`config.mk`:
```
export PLATFORM = sky130hd
export DESIGN_NAME = rgb_to_hsv_converter_flat
export DESIGN_NICKNAME = d
export VERILOG_FILES = /design/src/sv/rhc_pkg.sv /design/src/sv/rhc_stream_if.sv /design/src/sv/rhc_front.sv /design/src/sv/rhc_queue.sv /design/src/sv/rhc_div_pipe.sv /design/src/sv/rhc_back.sv /design/src/sv/rgb_to_hsv_converter.sv /design/src/flat_wrapper.sv
export SDC_FILE = /design/constraint.sdc
export NUM_CORES = 2
export LEC_CHECK = 0
export ABC_AREA = 1
export BUFFER_PORTS_ARGS = -buffer_cell sky130_fd_sc_hd__buf_2
export CAP_MARGIN = 20
export CORE_ASPECT_RATIO = 2
export CORE_MARGIN = 4
export CORE_UTILIZATION = 55
export CTS_CLUSTER_DIAMETER = 30
export DETAILED_ROUTE_END_ITERATION = 6
export PLACE_DENSITY = 0.75
export SYNTH_ARGS = -nofsm -noshare
export SYNTH_HDL_FRONTEND = slang
export SYNTH_SLANG_ARGS = --single-unit
```
`constraint.sdc`:
```
create_clock -name i_clk -period 25.7 [get_ports i_clk]
set_input_delay 1.285 -clock i_clk [delete_from_list [all_inputs] [get_ports i_clk]]
set_output_delay 1.285 -clock i_clk [all_outputs]
set_load 0.1 [all_outputs]
```
`src/sv/rhc_pkg.sv`:
```
`timescale 1ns / 1ps
// ----------------------------------------------------------------------------
// rhc_pkg: shared types and constants of the rgb to hsv converter
// Hue scale, divider sizes and the colour sector code.
// ----------------------------------------------------------------------------
package rhc_pkg;

    // output field widths
    localparam int HUE_BITS = 15;
    localparam int SAT_BITS = 8;
    localparam int BRI_BITS = 8;

    // quotient bits of both divisions; hue quotient is at most 3840
    localparam int HUE_Q_BITS    = 12;
    // 3840 * x == (x << 12) - (x << 8)
    localparam int HUE_SUB_SHIFT = 8;

    // hue in 1/64 degree
    localparam logic [HUE_BITS-1:0] HUE_GREEN_BASE = 15'd7680;
    localparam logic [HUE_BITS-1:0] HUE_BLUE_BASE  = 15'd15360;
    localparam logic [HUE_BITS-1:0] HUE_FULL       = 15'd23040;

    localparam int QUEUE_DEPTH = 2;

    // which channel is the largest; grey when all three are equal
    typedef enum logic [1:0] {
        SEC_GREY,
        SEC_RED,
        SEC_GREEN,
        SEC_BLUE
    } t_sector;

endpackage

```
`src/sv/rhc_stream_if.sv`:
```
`timescale 1ns / 1ps
// ----------------------------------------------------------------------------
// rhc_stream_if: pixel and hsv stream channels
// Valid/ready channels carrying one rgb pixel or one hsv result per request.
// ----------------------------------------------------------------------------
interface rhc_pixel_if #(
    parameter int CHANNEL_BITS = 8
);
    logic                    valid;
    logic                    ready;
    logic [CHANNEL_BITS-1:0] red;
    logic [CHANNEL_BITS-1:0] green;
    logic [CHANNEL_BITS-1:0] blue;

    modport source (output valid, red, green, blue, input ready);
    modport sink   (input valid, red, green, blue, output ready);
endinterface

interface rhc_hsv_if;
    logic                          valid;
    logic                          ready;
    logic [rhc_pkg::HUE_BITS-1:0]  hue;
    logic [rhc_pkg::SAT_BITS-1:0]  saturation;
    logic [rhc_pkg::BRI_BITS-1:0]  brightness;

    modport source (output valid, hue, saturation, brightness, input ready);
    modport sink   (input valid, hue, saturation, brightness, output ready);
endinterface

```
`src/sv/rhc_front.sv`:
```
`timescale 1ns / 1ps
// ----------------------------------------------------------------------------
// rhc_front: pixel classification stage
// Finds max, min and delta, picks the hue sector and forms both dividends.
// ----------------------------------------------------------------------------
module rhc_front #(
    parameter int CHANNEL_BITS = 8
) (
    input  logic                                      i_clk,
    input  logic                                      i_rst_n,
    input  logic                                      i_valid,
    output logic                                      o_ready,
    input  logic [CHANNEL_BITS-1:0]                   i_red,
    input  logic [CHANNEL_BITS-1:0]                   i_green,
    input  logic [CHANNEL_BITS-1:0]                   i_blue,
    output logic                                      o_valid,
    input  logic                                      i_ready,
    output logic [CHANNEL_BITS-1:0]                   o_hi,
    output logic [CHANNEL_BITS-1:0]                   o_delta,
    output rhc_pkg::t_sector                          o_sector,
    output logic                                      o_neg,
    output logic [CHANNEL_BITS+rhc_pkg::HUE_Q_BITS-1:0] o_sat_num,
    output logic [CHANNEL_BITS+rhc_pkg::HUE_Q_BITS-1:0] o_hue_num
);
    localparam int CB = CHANNEL_BITS;
    localparam int NW = CHANNEL_BITS + rhc_pkg::HUE_Q_BITS;

    logic [CB-1:0]    c_hi, c_lo, c_delta, c_mag;
    logic [CB:0]      c_diff, c_negd;
    logic             c_neg;
    rhc_pkg::t_sector c_sector;
    logic [NW-1:0]    c_sat_num, c_hue_num;
    logic             c_load;

    logic             r_valid;
    logic [CB-1:0]    r_hi, r_delta;
    rhc_pkg::t_sector r_sector;
    logic             r_neg;
    logic [NW-1:0]    r_sat_num, r_hue_num;

    always_comb begin
        c_hi = (i_red > i_green) ? i_red : i_green;
        c_lo = (i_red < i_green) ? i_red : i_green;
        if (i_blue > c_hi) begin
            c_hi = i_blue;
        end
        if (i_blue < c_lo) begin
            c_lo = i_blue;
        end
        c_delta = c_hi - c_lo;

        // ties go to red, then green
        if (c_delta == '0) begin
            c_sector = rhc_pkg::SEC_GREY;
            c_diff   = '0;
        end else if (i_red >= c_hi) begin
            c_sector = rhc_pkg::SEC_RED;
            c_diff   = {1'b0, i_green} - {1'b0, i_blue};
        end else if (i_green >= c_hi) begin
            c_sector = rhc_pkg::SEC_GREEN;
            c_diff   = {1'b0, i_blue} - {1'b0, i_red};
        end else begin
            c_sector = rhc_pkg::SEC_BLUE;
            c_diff   = {1'b0, i_red} - {1'b0, i_green};
        end
        c_neg  = c_diff[CB];
        c_negd = -c_diff;
        c_mag  = c_neg ? c_negd[CB-1:0] : c_diff[CB-1:0];

        // 3840 * |diff| and 255 * delta without multipliers
        c_hue_num = (NW'(c_mag) << rhc_pkg::HUE_Q_BITS)
                  - (NW'(c_mag) << rhc_pkg::HUE_SUB_SHIFT);
        c_sat_num = (NW'(c_delta) << rhc_pkg::SAT_BITS) - NW'(c_delta);
    end

    assign o_ready = !r_valid || i_ready;
    assign c_load  = o_ready;

    always_ff @(posedge i_clk) begin
        if (!i_rst_n) begin
            r_valid <= 1'b0;
        end else if (c_load) begin
            r_valid <= i_valid;
        end
    end

    always_ff @(posedge i_clk) begin
        if (c_load) begin
            r_hi      <= c_hi;
            r_delta   <= c_delta;
            r_sector  <= c_sector;
            r_neg     <= c_neg;
            r_sat_num <= c_sat_num;
            r_hue_num <= c_hue_num;
        end
    end

    assign o_valid   = r_valid;
    assign o_hi      = r_hi;
    assign o_delta   = r_delta;
    assign o_sector  = r_sector;
    assign o_neg     = r_neg;
    assign o_sat_num = r_sat_num;
    assign o_hue_num = r_hue_num;

endmodule

```
`src/sv/rhc_queue.sv`:
```
`timescale 1ns / 1ps
// ----------------------------------------------------------------------------
// rhc_queue: short decoupling fifo
// Holds classified pixels between the front stage and the divider back end.
// ----------------------------------------------------------------------------
module rhc_queue #(
    parameter int WIDTH = 8,
    parameter int DEPTH = rhc_pkg::QUEUE_DEPTH
) (
    input  logic             i_clk,
    input  logic             i_rst_n,
    input  logic             i_valid,
    output logic             o_ready,
    input  logic [WIDTH-1:0] i_data,
    output logic             o_valid,
    input  logic             i_ready,
    output logic [WIDTH-1:0] o_data
);
    localparam int AW = (DEPTH > 1) ? $clog2(DEPTH) : 1;
    localparam int CW = $clog2(DEPTH + 1);

    logic [WIDTH-1:0] r_mem [DEPTH];
    logic [AW-1:0]    r_wr, r_rd, n_wr, n_rd;
    logic [CW-1:0]    r_count, n_count;
    logic             c_push, c_pop;

    assign o_ready = (r_count != CW'(DEPTH));
    assign o_valid = (r_count != '0);
    assign o_data  = r_mem[r_rd];
    assign c_push  = i_valid && o_ready;
    assign c_pop   = o_valid && i_ready;

    always_comb begin
        n_wr    = r_wr;
        n_rd    = r_rd;
        n_count = r_count;
        if (c_push) begin
            n_wr = (r_wr == AW'(DEPTH - 1)) ? '0 : r_wr + 1'b1;
        end
        if (c_pop) begin
            n_rd = (r_rd == AW'(DEPTH - 1)) ? '0 : r_rd + 1'b1;
        end
        if (c_push && !c_pop) begin
            n_count = r_count + 1'b1;
        end else if (c_pop && !c_push) begin
            n_count = r_count - 1'b1;
        end
    end

    always_ff @(posedge i_clk) begin
        if (!i_rst_n) begin
            r_wr    <= '0;
            r_rd    <= '0;
            r_count <= '0;
        end else begin
            r_wr    <= n_wr;
            r_rd    <= n_rd;
            r_count <= n_count;
        end
    end

    always_ff @(posedge i_clk) begin
        if (c_push) begin
            r_mem[r_wr] <= i_data;
        end
    end

    a_count_bound: assert property (@(posedge i_clk) disable iff (!i_rst_n)
        r_count <= CW'(DEPTH))
        else $error("queue count beyond depth");

    a_count_up: assert property (@(posedge i_clk) disable iff (!i_rst_n)
        c_push && !c_pop |=> r_count == $past(r_count) + 1'b1)
        else $error("queue count missed a push");

    a_count_down: assert property (@(posedge i_clk) disable iff (!i_rst_n)
        c_pop && !c_push |=> r_count == $past(r_count) - 1'b1)
        else $error("queue count missed a pop");

endmodule

```
`src/sv/rhc_div_pipe.sv`:
```
`timescale 1ns / 1ps
// ----------------------------------------------------------------------------
// rhc_div_pipe: pipelined restoring divider
// One quotient bit per stage, a sideband word travels with each request.
// ----------------------------------------------------------------------------
module rhc_div_pipe #(
    parameter int NUM_BITS  = 20,
    parameter int DIV_BITS  = 8,
    parameter int QUO_BITS  = 12,
    parameter int SIDE_BITS = 1
) (
    input  logic                 i_clk,
    input  logic                 i_rst_n,
    input  logic                 i_en,
    input  logic                 i_valid,
    input  logic [NUM_BITS-1:0]  i_num,
    input  logic [DIV_BITS-1:0]  i_div,
    input  logic [SIDE_BITS-1:0] i_side,
    output logic                 o_valid,
    output logic [QUO_BITS-1:0]  o_quo,
    output logic [SIDE_BITS-1:0] o_side
);
    // the caller keeps num below div << QUO_BITS
    logic                 r_valid [QUO_BITS];
    logic [NUM_BITS-1:0]  r_rem   [QUO_BITS];
    logic [DIV_BITS-1:0]  r_div   [QUO_BITS];
    logic [QUO_BITS-1:0]  r_quo   [QUO_BITS];
    logic [SIDE_BITS-1:0] r_side  [QUO_BITS];

    for (genvar s = 0; s < QUO_BITS; s++) begin : g_stage
        localparam int SH = QUO_BITS - 1 - s;

        logic                 c_valid;
        logic [NUM_BITS-1:0]  c_rem, c_sub, n_rem;
        logic [DIV_BITS-1:0]  c_div;
        logic [QUO_BITS-1:0]  c_quo, n_quo;
        logic [SIDE_BITS-1:0] c_side;
        logic                 c_ge;

        if (s == 0) begin : g_head
            assign c_valid = i_valid;
            assign c_rem   = i_num;
            assign c_div   = i_div;
            assign c_quo   = '0;
            assign c_side  = i_side;
        end else begin : g_body
            assign c_valid = r_valid[s-1];
            assign c_rem   = r_rem[s-1];
            assign c_div   = r_div[s-1];
            assign c_quo   = r_quo[s-1];
            assign c_side  = r_side[s-1];
        end

        always_comb begin
            c_sub = NUM_BITS'(c_div) << SH;
            c_ge  = (c_rem >= c_sub);
            n_rem = c_ge ? c_rem - c_sub : c_rem;
            n_quo = c_quo;
            n_quo[SH] = c_ge;
        end

        always_ff @(posedge i_clk) begin
            if (!i_rst_n) begin
                r_valid[s] <= 1'b0;
            end else if (i_en) begin
                r_valid[s] <= c_valid;
            end
        end

        always_ff @(posedge i_clk) begin
            if (i_en) begin
                r_rem[s]  <= n_rem;
                r_div[s]  <= c_div;
                r_quo[s]  <= n_quo;
                r_side[s] <= c_side;
            end
        end
    end

    assign o_valid = r_valid[QUO_BITS-1];
    assign o_quo   = r_quo[QUO_BITS-1];
    assign o_side  = r_side[QUO_BITS-1];

endmodule

```
`src/sv/rhc_back.sv`:
```
`timescale 1ns / 1ps
// ----------------------------------------------------------------------------
// rhc_back: division and hue assembly
// Two divider lanes for hue and saturation, then the output register.
// ----------------------------------------------------------------------------
module rhc_back #(
    parameter int CHANNEL_BITS = 8
) (
    input  logic                                        i_clk,
    input  logic                                        i_rst_n,
    input  logic                                        i_valid,
    output logic                                        o_ready,
    input  logic [CHANNEL_BITS-1:0]                     i_hi,
    input  logic [CHANNEL_BITS-1:0]                     i_delta,
    input  rhc_pkg::t_sector                            i_sector,
    input  logic                                        i_neg,
    input  logic [CHANNEL_BITS+rhc_pkg::HUE_Q_BITS-1:0] i_sat_num,
    input  logic [CHANNEL_BITS+rhc_pkg::HUE_Q_BITS-1:0] i_hue_num,
    output logic                                        o_valid,
    input  logic                                        i_ready,
    output logic [rhc_pkg::HUE_BITS-1:0]                o_hue,
    output logic [rhc_pkg::SAT_BITS-1:0]                o_saturation,
    output logic [rhc_pkg::BRI_BITS-1:0]                o_brightness
);
    localparam int CB = CHANNEL_BITS;
    localparam int NW = CHANNEL_BITS + rhc_pkg::HUE_Q_BITS;
    localparam int QW = rhc_pkg::HUE_Q_BITS;
    localparam int HW = rhc_pkg::HUE_BITS;

    logic                          c_en;
    logic [CB+rhc_pkg::BRI_BITS-1:0] c_hi_ext;
    logic                          c_hue_valid, c_sat_valid;
    logic [QW-1:0]                 c_hue_quo, c_sat_quo;
    logic [2:0]                    c_hue_side;
    logic [rhc_pkg::BRI_BITS-1:0]  c_sat_side;
    rhc_pkg::t_sector              c_sector;
    logic                          c_neg;
    logic [HW-1:0]                 c_q, n_hue;

    logic                          r_out_valid;
    logic [HW-1:0]                 r_out_hue;
    logic [rhc_pkg::SAT_BITS-1:0]  r_out_saturation;
    logic [rhc_pkg::BRI_BITS-1:0]  r_out_brightness;

    // whole back end moves together unless the output is blocked
    assign c_en     = !r_out_valid || i_ready;
    assign o_ready  = c_en;
    assign c_hi_ext = (CB + rhc_pkg::BRI_BITS)'(i_hi);

    rhc_div_pipe #(
        .NUM_BITS  (NW),
        .DIV_BITS  (CB),
        .QUO_BITS  (QW),
        .SIDE_BITS (3)
    ) u_hue_div (
        .i_clk   (i_clk),
        .i_rst_n (i_rst_n),
        .i_en    (c_en),
        .i_valid (i_valid),
        .i_num   (i_hue_num),
        .i_div   (i_delta),
        .i_side  ({i_sector, i_neg}),
        .o_valid (c_hue_valid),
        .o_quo   (c_hue_quo),
        .o_side  (c_hue_side)
    );

    // saturation divides by the max channel, grey pixels are masked later
    rhc_div_pipe #(
        .NUM_BITS  (NW),
        .DIV_BITS  (CB),
        .QUO_BITS  (QW),
        .SIDE_BITS (rhc_pkg::BRI_BITS)
    ) u_sat_div (
        .i_clk   (i_clk),
        .i_rst_n (i_rst_n),
        .i_en    (c_en),
        .i_valid (i_valid),
        .i_num   (i_sat_num),
        .i_div   (i_hi),
        .i_side  (c_hi_ext[rhc_pkg::BRI_BITS-1:0]),
        .o_valid (c_sat_valid),
        .o_quo   (c_sat_quo),
        .o_side  (c_sat_side)
    );

    always_comb begin
        c_sector = rhc_pkg::t_sector'(c_hue_side[2:1]);
        c_neg    = c_hue_side[0];
        c_q      = HW'(c_hue_quo);
        case (c_sector)
            rhc_pkg::SEC_RED: begin
                // truncation toward zero: a zero quotient stays at zero
                n_hue = (c_neg && (c_q != '0)) ? rhc_pkg::HUE_FULL - c_q : c_q;
            end
            rhc_pkg::SEC_GREEN: begin
                n_hue = c_neg ? rhc_pkg::HUE_GREEN_BASE - c_q
                              : rhc_pkg::HUE_GREEN_BASE + c_q;
            end
            rhc_pkg::SEC_BLUE: begin
                n_hue = c_neg ? rhc_pkg::HUE_BLUE_BASE - c_q
                              : rhc_pkg::HUE_BLUE_BASE + c_q;
            end
            default: begin
                n_hue = '0;
            end
        endcase
    end

    always_ff @(posedge i_clk) begin
        if (!i_rst_n) begin
            r_out_valid <= 1'b0;
        end else if (c_en) begin
            r_out_valid <= c_hue_valid;
        end
    end

    always_ff @(posedge i_clk) begin
        if (c_en) begin
            r_out_hue        <= n_hue;
            r_out_saturation <= (c_sector == rhc_pkg::SEC_GREY)
                                ? '0 : c_sat_quo[rhc_pkg::SAT_BITS-1:0];
            r_out_brightness <= c_sat_side;
        end
    end

    assign o_valid      = r_out_valid;
    assign o_hue        = r_out_hue;
    assign o_saturation = r_out_saturation;
    assign o_brightness = r_out_brightness;

    a_lanes_aligned: assert property (@(posedge i_clk) disable iff (!i_rst_n)
        c_hue_valid == c_sat_valid)
        else $error("divider lanes out of step");

    a_hue_range: assert property (@(posedge i_clk) disable iff (!i_rst_n)
        r_out_valid |-> r_out_hue < rhc_pkg::HUE_FULL)
        else $error("hue beyond full circle");

    a_result_held: assert property (@(posedge i_clk) disable iff (!i_rst_n)
        r_out_valid && !i_ready |=> r_out_valid && $stable(r_out_hue))
        else $error("stalled result lost");

endmodule

```
`src/sv/rgb_to_hsv_converter.sv`:
```
`timescale 1ns / 1ps
// ----------------------------------------------------------------------------
// rgb_to_hsv_converter: rgb pixel to hsv conversion
// Value is the max channel, saturation 255*delta/max, hue in 1/64 degree.
//
//   channel   dir  payload                           width
//   i_pixel   in   red, green, blue                  CHANNEL_BITS each
//   o_hsv     out  hue, saturation, brightness       15, 8, 8
//
// One pixel per clock sustained while the output is not stalled. A taken
// pixel request passes through the front register, one queue entry and the
// 12-stage restoring divider (one quotient bit a stage), then the output register.
// Front stage and back end are parted by a two-entry queue, so an output
// stall stops the back end while the front keeps filling the queue.
// Reset clears the valid bits and the queue pointers and count only; no clearing pass is needed.
// ----------------------------------------------------------------------------
module rgb_to_hsv_converter #(
    parameter int CHANNEL_BITS = 8
) (
    input  logic       i_clk,
    input  logic       i_rst_n,
    rhc_pixel_if.sink  i_pixel,
    rhc_hsv_if.source  o_hsv
);
    localparam int NW = CHANNEL_BITS + rhc_pkg::HUE_Q_BITS;
    localparam int QW = 2 * CHANNEL_BITS + 2 * NW + 3;

    logic                    f_valid, f_ready;
    logic [CHANNEL_BITS-1:0] f_hi, f_delta;
    rhc_pkg::t_sector        f_sector;
    logic                    f_neg;
    logic [NW-1:0]           f_sat_num, f_hue_num;

    logic                    q_valid, q_ready;
    logic [QW-1:0]           q_data;

    rhc_front #(
        .CHANNEL_BITS (CHANNEL_BITS)
    ) u_front (
        .i_clk     (i_clk),
        .i_rst_n   (i_rst_n),
        .i_valid   (i_pixel.valid),
        .o_ready   (i_pixel.ready),
        .i_red     (i_pixel.red),
        .i_green   (i_pixel.green),
        .i_blue    (i_pixel.blue),
        .o_valid   (f_valid),
        .i_ready   (f_ready),
        .o_hi      (f_hi),
        .o_delta   (f_delta),
        .o_sector  (f_sector),
        .o_neg     (f_neg),
        .o_sat_num (f_sat_num),
        .o_hue_num (f_hue_num)
    );

    rhc_queue #(
        .WIDTH (QW),
        .DEPTH (rhc_pkg::QUEUE_DEPTH)
    ) u_queue (
        .i_clk   (i_clk),
        .i_rst_n (i_rst_n),
        .i_valid (f_valid),
        .o_ready (f_ready),
        .i_data  ({f_hi, f_delta, f_sector, f_neg, f_sat_num, f_hue_num}),
        .o_valid (q_valid),
        .i_ready (q_ready),
        .o_data  (q_data)
    );

    rhc_back #(
        .CHANNEL_BITS (CHANNEL_BITS)
    ) u_back (
        .i_clk        (i_clk),
        .i_rst_n      (i_rst_n),
        .i_valid      (q_valid),
        .o_ready      (q_ready),
        .i_hi         (q_data[QW-1 -: CHANNEL_BITS]),
        .i_delta      (q_data[QW-CHANNEL_BITS-1 -: CHANNEL_BITS]),
        .i_sector     (rhc_pkg::t_sector'(q_data[2*NW+2 -: 2])),
        .i_neg        (q_data[2*NW]),
        .i_sat_num    (q_data[2*NW-1 -: NW]),
        .i_hue_num    (q_data[NW-1:0]),
        .o_valid      (o_hsv.valid),
        .i_ready      (o_hsv.ready),
        .o_hue        (o_hsv.hue),
        .o_saturation (o_hsv.saturation),
        .o_brightness (o_hsv.brightness)
    );

endmodule
```
`src/flat_wrapper.sv`:
```
// flat-port wrapper written by rule: the top's interface ports become plain ports
module rgb_to_hsv_converter_flat 
#(
    parameter int CHANNEL_BITS = 8
)
  (i_clk, i_rst_n, i_pixel_valid, i_pixel_red, i_pixel_green, i_pixel_blue, i_pixel_ready, o_hsv_valid, o_hsv_hue, o_hsv_saturation, o_hsv_brightness, o_hsv_ready);
  rhc_pixel_if #(.CHANNEL_BITS(CHANNEL_BITS)) i_pixel_i ();
  rhc_hsv_if o_hsv_i ();
  input  logic i_clk;
  input  logic i_rst_n;
  input wire logic [$bits(i_pixel_i.valid)-1:0] i_pixel_valid;
  input wire logic [$bits(i_pixel_i.red)-1:0] i_pixel_red;
  input wire logic [$bits(i_pixel_i.green)-1:0] i_pixel_green;
  input wire logic [$bits(i_pixel_i.blue)-1:0] i_pixel_blue;
  output wire logic [$bits(i_pixel_i.ready)-1:0] i_pixel_ready;
  output wire logic [$bits(o_hsv_i.valid)-1:0] o_hsv_valid;
  output wire logic [$bits(o_hsv_i.hue)-1:0] o_hsv_hue;
  output wire logic [$bits(o_hsv_i.saturation)-1:0] o_hsv_saturation;
  output wire logic [$bits(o_hsv_i.brightness)-1:0] o_hsv_brightness;
  input wire logic [$bits(o_hsv_i.ready)-1:0] o_hsv_ready;
  assign i_pixel_i.valid = i_pixel_valid;
  assign i_pixel_i.red = i_pixel_red;
  assign i_pixel_i.green = i_pixel_green;
  assign i_pixel_i.blue = i_pixel_blue;
  assign i_pixel_ready = i_pixel_i.ready;
  assign o_hsv_valid = o_hsv_i.valid;
  assign o_hsv_hue = o_hsv_i.hue;
  assign o_hsv_saturation = o_hsv_i.saturation;
  assign o_hsv_brightness = o_hsv_i.brightness;
  assign o_hsv_i.ready = o_hsv_ready;
  rgb_to_hsv_converter #(.CHANNEL_BITS(CHANNEL_BITS)) u_core (.i_clk(i_clk), .i_rst_n(i_rst_n), .i_pixel(i_pixel_i), .o_hsv(o_hsv_i));
endmodule
```
==> flow_metrics.tcl <==
set metrics [dict create \
    syn_nets 4391 \
    yosys.cell_types.count 69 \
    chipWidth_um 209 \
    cpMaxStageDelayCell "fa_1" \
    ys_seq_area_share_pct 60.1 \
    totalNegativeSetupSlack_ns 0 \
    first_pass_iters 5 \
    tightestPinTransition_ns 1.07 \
    post_cts.resized_instances 0 \
    power.share.sequential_pct 38.5 \
    cts_made_buffers 102 \
    num_vias 28791 \
    synth-main-ff-cell "edfxtp_1" \
    finalNetCount 4531 \
    power_frac_comb_pct 40.9 \
    timing.critical_path.from_type "input pin" \
    critical_path.endpoint_type "register" \
    final_cell_count_no_fill 5351 \
    grt_antenna_before_repair 0 \
    power_dissipated_by_switching_net_loads_mw 2.88 \
    clkTransAtPathRegs_ns 0.06 \
    final_cell_mix "edfxtp_1, nand2_1, inv_1, nor2_1, o21ai_0" \
    num_rows 147 \
    gpl.final_weighted_congestion 0.991 \
    final_critical_path_setup_slack_ns 16.79 \
    flow.area_growth_from_synthesis_pct 11.9 \
    synth_edf_count 886 \
    drive_gt1_share_pct 8.10 \
    fill_cells 6222 \
    hold_viol 0 \
    top_post_synthesis_cells_by_area "edfxtp_1, ha_1, nand2_1" \
    synth-warning-count 0 \
    post_cts_buffers 0 \
    timing.critical_path.fanout_max 20 \
    maxSlewHeadroom_pct 28.9 \
    power.switching_fraction_pct 38.8 \
    portBuffers 60 \
    timing_worst_setup_path_type "input pin to register" \
    finClkSkew_ns 0.0205 \
    cts_max_path_buffers 3 \
    critical_path.most_common_cell "nand2_1" \
    layout_min_cycle_time_ns 8.91 \
    drv_cap 0 \
    worst-endpoint-required_ns 26.13 \
    timing.final.crit_share_pct 34.7 \
    yosys.area.top_type "edfxtp_1" \
    track_usage_pct 21.1 \
    outcome "finished, final reports clean" \
    wire_length_of_the_first_global_routing_pass_um 143000 \
    holdBufCountCts 0 \
    syn-instance-count 4078 \
    vdd_drop_max_v 0.0000589 \
    cts_root_buffer "clkbuf_16" \
    internal-power_mw 4.54 \
    netlist.area_leader.share_pct 59.7 \
    top_level_ports 61 \
    clock_sink_count 894 \
    dpl.cell_count 5156 \
    yosys_register_bits 894 \
    hpwl_um 69200 \
    worst-endpoint-arrival_ns 9.34 \
    placement.setup.worst_slack_ns 16.13 \
    synth_area_per_cell_um2 10.9 \
    power.static_leakage_nw 21.2 \
    fmax_ghz 0.112 \
    rsz0062_at_grt "no" \
    grt_start_max_net_pins 174 \
    synth.cell_area_um2 44600 \
    route.antenna.remaining_nets 0 \
    cpPeakStageDelay_ns 0.57 \
    drt-wirelength-per-cell_um 17.1 \
    worst_hold_path_type "register to register" \
    relative_contribution_of_the_clock_network_to_total_power_pct 20.7 \
    diodes 0 \
    routed_wl_um 91600 \
    grt_remaining_overflow 0 \
    tritoncts_clock_tree "built" \
    remaining_drc_errors 0 \
    die_area_um2 85900 \
    drv_slew 0 \
    h-tree-depth 3 \
    power_per_cell_area_nw_per_um2 149 \
    drt_iter0_markers 1451 \
    timing.final.setup_violations 0 \
    grt_pass1_vias 30322 \
    asyncSetResetFlopFracSynth_pct 0 \
    clk_latency_ns 0.68 \
    via_per_inst 5.38 \
    fp.dieH_um 411 \
    start_util_pct 55.4 \
    core_area_um2 80400 \
    most_common_cell_after_layout_fill_and_taps_aside "edfxtp_1" \
]
final cells by class:
cell class,instances,area (µm²),area share [%]
flip-flops and latches,894,26800,53.7
clock buffers,106,2590,5.19
well taps,1043,1310,2.62
inverters,602,2270,4.55
multi-input cells,2539,15400,30.8
clock inverters,88,1110,2.23
repair buffers,79,455,0.914
final timing paths:
check	cells past startpoint	slack, ns	end	startpoint
max	46	16.79	u_core.u_front.o_hue_num[19]$_DFFE_PP_	i_pixel_green[6]
min	0	0.41	u_core.u_back.u_hue_div.r_side[1][7]$_DFFE_PN_	u_core.u_back.u_hue_div.r_side[1][4]$_DFFE_PN_
max reg2reg	18	21.02	u_core.u_back.u_hue_div.r_rem[0][13]$_DFFE_PN_	register
min reg2reg	0	0.41	u_core.u_back.u_hue_div.r_side[1][7]$_DFFE_PN_	u_core.u_back.u_hue_div.r_side[1][4]$_DFFE_PN_
routing by layer:
layer	part of all wire [%]	vias to the layer above	track usage, %	wire length (µm)
met5	0	-	0	0
met3	2.8	283	3.13	2540
met4	8.0	0	14.6	7300
met2	61	516	45.8	55900
met1	28	13675	15.2	25900
li1	-	14317	-	-
logic make-up (layout without fill, tap and decap cells):
| family | after synthesis | in the layout | share of synthesized area, % |
|---|---|---|---|
| XOR/XNOR | 241 | 241 | 4.75 |
| flip-flops | 894 | 894 | 60.1 |
| AND/OR/NAND/NOR | 1403 | 1403 | 13.6 |
| other | 1 | 1 | 0.00842 |
| multiplexers | 7 | 7 | 0.163 |
| buffers and inverters | 645 | 875 | 5.51 |
| AO/OA/AOI/OAI | 602 | 602 | 7.49 |
| adder cells (fa/ha/maj) | 285 | 285 | 8.44 |
flip-flops by register name (all words and copies together) (netlist names), 2 cells and up, named ones only:
name                             flops
u_core.u_queue.r_count               2
u_core.u_back.u_hue_div.r_rem      160
u_core.u_back.u_hue_div.r_quo       78
u_core.u_back.u_sat_div.r_div       72
u_core.u_back.o_hue                 15
u_core.u_back.u_hue_div.r_valid     12
u_core.u_back.u_hue_div.r_div       87
u_core.u_front.o_sector              2
u_core.u_back.u_sat_div.r_quo       36
u_core.u_queue.r_mem                94
u_core.u_front.o_sat_num            16
u_core.u_back.o_saturation           8
u_core.u_back.o_brightness           8
u_core.u_front.o_delta               8
u_core.u_back.u_sat_div.r_side      24
u_core.u_back.u_hue_div.r_side      36
u_core.u_back.u_sat_div.r_rem      210
u_core.u_front.o_hue_num            12
u_core.u_front.o_hi                  8
cell usage after synthesis (6+ instances only):
master / n
a2111oi_0: 6
o21bai_1: 10
nor2_2: 7
inv_1: 594
ha_1: 259
o21a_1: 6
inv_2: 6
a21oi_1: 228
a31oi_1: 14
nor2_1: 348
or2_2: 22
nor4_1: 35
nand3_1: 161
dfxtp_1: 8
edfxtp_1: 886
o2111ai_1: 6
a211oi_1: 13
nand4_1: 34
o31ai_1: 13
nand2_1: 685
nor3_1: 46
fa_1: 26
xor2_1: 165
xnor2_1: 75
clkbuf_1: 36
nand2_2: 18
nand3b_1: 11
o21ai_0: 260
nand3_2: 8
per-stage QoR:
step | hold WS [ns] | total power, mW | util, % | area (µm²)
global route | 0.413 | 7.96 | 62.0 | 49800
detailed placement | 0.405 | 5.90 | 57.4 | 46100
CTS | 0.408 | 7.46 | 62.0 | 49800
floorplan | 0.400 | 5.12 | - | 44600
finish | 0.405 | 7.42 | 62.0 | 49800
global placement | 0.400 | 5.75 | 57.4 | 46100
critical path: cells and delay by family:
family                     cells  cell delay [ns]
and+or+nand+nor               24             3.78
adders and majority gates      7             2.19
AOI/OAI and AO/OA              7             1.35
buffers and inverters          8             0.74
power by group through the flow:
| stage | registers [mW] | clock network (mW) | logic (mW) |
|---|---|---|---|
| after floorplan | 2.94 | 0 | 2.18 |
| after global placement | 2.84 | 0 | 2.90 |
| after detailed placement | 2.88 | 0 | 3.02 |
| after CTS | 2.86 | 1.56 | 3.05 |
| after global routing | 2.92 | 1.62 | 3.41 |
| final | 2.85 | 1.53 | 3.03 |
(Power assumes the default switching activity.)
